### config.mk
export PLATFORM = sky130hd
export DESIGN_NAME = bba_ram
export DESIGN_NICKNAME = d
export VERILOG_FILES = /design/src/rtl/bba_ram.sv
export SDC_FILE = /design/constraint.sdc
export NUM_CORES = 1
export LEC_CHECK = 0
export BUFFER_PORTS_ARGS = -buffer_cell sky130_fd_sc_hd__buf_2
export CAP_MARGIN = 20
export CORE_UTILIZATION = 37
export CTS_CLUSTER_SIZE = 16
export DETAILED_ROUTE_END_ITERATION = 10
export PLACE_DENSITY_LB_ADDON = 0.12
export SYNTH_ARGS = -nofsm -noshare
export SYNTH_HDL_FRONTEND = slang
export SYNTH_SLANG_ARGS = --single-unit
### constraint.sdc
create_clock -name clk -period 2.9 [get_ports clk]
set_clock_uncertainty 0.2 [all_clocks]
set_input_delay 0.145 -clock clk [delete_from_list [all_inputs] [get_ports clk]]
set_output_delay 0.145 -clock clk [all_outputs]
set_load 0.005 [all_outputs]
### src/rtl/bba_ram.sv
module bba_ram #(
	parameter int unsigned Width = 8,
	parameter int unsigned Depth = 16
) (
	input  logic                     clk,
	input  logic                     we,
	input  logic [$clog2(Depth)-1:0] waddr,
	input  logic [Width-1:0]         wdata,
	input  logic [$clog2(Depth)-1:0] raddr,
	output logic [Width-1:0]         rdata
);
	logic [Width-1:0] mem [Depth];

	always_ff @(posedge clk) begin
		if (we) begin
			mem[waddr] <= wdata;
		end
		rdata <= mem[raddr];
	end
endmodule

==> results.yml <==
outcome:
  status: "finished, final reports clean"
route:
  drt_pre_antenna_iters: 4
  vias_per_cell: 5.174
  first_iter_violations: 137
  routed_wl_mm: 10.46
  route.vias.total: 2473
  wire_per_inst_um: 21.89
  ant_nets: 0
  drc: 0
logic_synthesis:
  ys_ff_latch: 136
  syn_inst: 229
  synth_area_um2: 5147
  syn-mean-instance-area_um2: 22.48
  ys_types: 19
  ys.flop_type: "edfxtp_1"
  syn-num-nets: 247
  synth_edf_count: 128
  synth-warning-count: 0
  ys_seq_area_share_pct: 77.78
  async_reset_ff_share_pct: 0
die:
  io_pins: 26
  design.die.area_um2: 14390
  die_h_um: 120.0
  initial_utilization_pct: 38.41
  core_area_um2: 13400
  fp.dieW_um: 120.0
  rows: 42
pwr:
  p_leak_uw: 0.002125
  power.density_nw_per_um2: 739.7
  vdd_drop_max_mv: 0.3192
setup_path:
  path_buf_inv: 0
  critPathTopFamily: "multiplexers"
  r2r-end: "rdata[0]$_DFF_P_"
  endpoint: "rdata[0]$_DFF_P_"
  rrSetupSlack_ps: 1290
  critPathLaunchType: "flip-flop"
  reg2reg_from: "mem[1][0]$_DFFE_PP_"
  worstRegToRegCells: 3
  cp.required_ps: 2970
  cp.depth: 3
  critPathArrivalTime_ps: 1690
  startpoint: "mem[1][0]$_DFFE_PP_"
  end_kind: "flip-flop"
  max_stage_delay_ps: 520
  slowest_stage: "mux4_1"
  worstPathMaxFanout: 1
  path_cells: "mux4_1 > a22oi_1 > nand2_1"
  path_class: "reg2reg"
timing:
  timing.final.crit_share_pct: 55.66
  setup-violations-final: 0
  slew_viol_final: 0
  worstMarginPinSlew_ps: 870.9
  fmax_ghz: 0.6195
  hold_slack_ps: 101.9
  hold_viol: 0
  relSlewSlack_pct: 41.72
  setup-tns-final_ps: 0
  min_period_ps: 1614
  rsz0062_at_grt: "no"
clock_tree:
  cts-buffers-inserted: 17
  clk-insertion-delay-late_ps: 410
  cts_max_path_buffers: 2
  postCtsResizedCells: 0
  cts_tree: "yes"
  htreeDepth: 4
  clockRootBuffer: "clkbuf_16"
  clock-sinks: 136
  clkTransAtPathRegs_ps: 60
placed_design:
  hpwl_mm: 6.459
  port_buffers: 25
  place_congestion: 0.7060
global_routing:
  grt_antenna_before_repair: 0
  grt_max_degree: 33
  grt_overflow_total: 0
  grt_pass1_wl_mm: 15.86
  first_global_vias: 2597
  globalRouteTotalUtil_pct: 16.21
layout:
  final_common_cell: "edfxtp_1"
  drive_above_1_share_pct: 30.46
  layout_common_cells: "edfxtp_1, buf_2, mux4_2, clkbuf_16, buf_4"
  syn_to_final_growth_pct: 21.32
  nets: 307
  num_antenna_cells: 0
hold_path:
  hold_class: "in2reg"
run:
  drv_cap: 0
## Yosys cell counts (all sizes together) (2+ instances only)
master,instances,area [um2]
clkdlybuf4s25,3,30.03
nor3,4,20.02
nand3b,2,15.01
dfxtp,8,160.2
buf,7,56.30
nand2,9,33.78
mux4,32,773.2
a22oi,16,120.1
nor2,13,48.80
edfxtp,128,3844
nand2b,2,12.51
## state kept, by name (all words and copies together) (netlist names)
| register | count |
|---|---|
| mem | 128 |
| rdata | 8 |
## timing repair
action,CTS,global route
hold endpoints to repair,128,0
hold buffers,8,0
setup buffers,0,0
endpoints found under the setup margin,0,0
## cell families after synthesis
logic type | share of synthesized area [%]
AO/OA/AOI/OAI | 2.334
buffers and inverters | 1.677
flip-flops | 77.78
multiplexers | 15.02
AND/OR/NAND/NOR | 3.184
## metrics by stage
stage | power (uW) | setup WS (ps) | instance area, um2 | cells | utilization [%]
after global routing | 4768 | 1235 | 6245 | 478 | 46.60
after global placement | 2456 | 924.1 | 5554 | 438 | 41.45
after CTS | 4660 | 1264 | 6245 | 478 | 46.60
after detailed placement | 2460 | 884.7 | 5554 | 438 | 41.45
final | 4619 | 1286 | 6245 | 478 | 46.60
after floorplan | 2360 | 1062 | 5147 | 229 | -
## worst min-delay path, stage by stage
cell	delay (ps)
buf_2	140
nor3_1	60
buf_4	180
## layer usage
metal | up-vias | global-route usage (%) | wire (um)
met3 | 11 | 5.181 | 457
met4 | 0 | 6.094 | 131
met1 | 1317 | 22.02 | 4809
met5 | - | 0 | 0
li1 | 1090 | - | -
met2 | 55 | 24.32 | 5066
## worst min-delay path by stage
stage                     start                  end  slack, ps  cells past startpoint
2_1_floorplan          wdata[0]  mem[0][0]$_DFFE_PP_         40                      0
3_3_place_gp   rdata[0]$_DFF_P_             rdata[0]        320                      1
3_5_place_dp   rdata[0]$_DFF_P_             rdata[0]        330                      1
4_1_cts                waddr[0]  mem[0][2]$_DFFE_PP_         80                      3
5_1_grt                waddr[0]  mem[0][2]$_DFFE_PP_        110                      3
6_report               waddr[0]  mem[0][2]$_DFFE_PP_        100                      3
## cell type report
type	instances	area [um2]
clock buffer	18	429.2
clock inverter	14	181.4
fill	1157	7156
multi-input combinational	83	1057
sequential	136	4004
tap	176	220.2
timing repair buffer	51	352.8
## report_power, final
group,switching [uW],leakage (uW),internal (uW)
Combinational,119,0.000604,93.3
Sequential,11.2,0.00122,2200
Clock,770,0.000297,1430
Power figures use the tool's default switching activity.
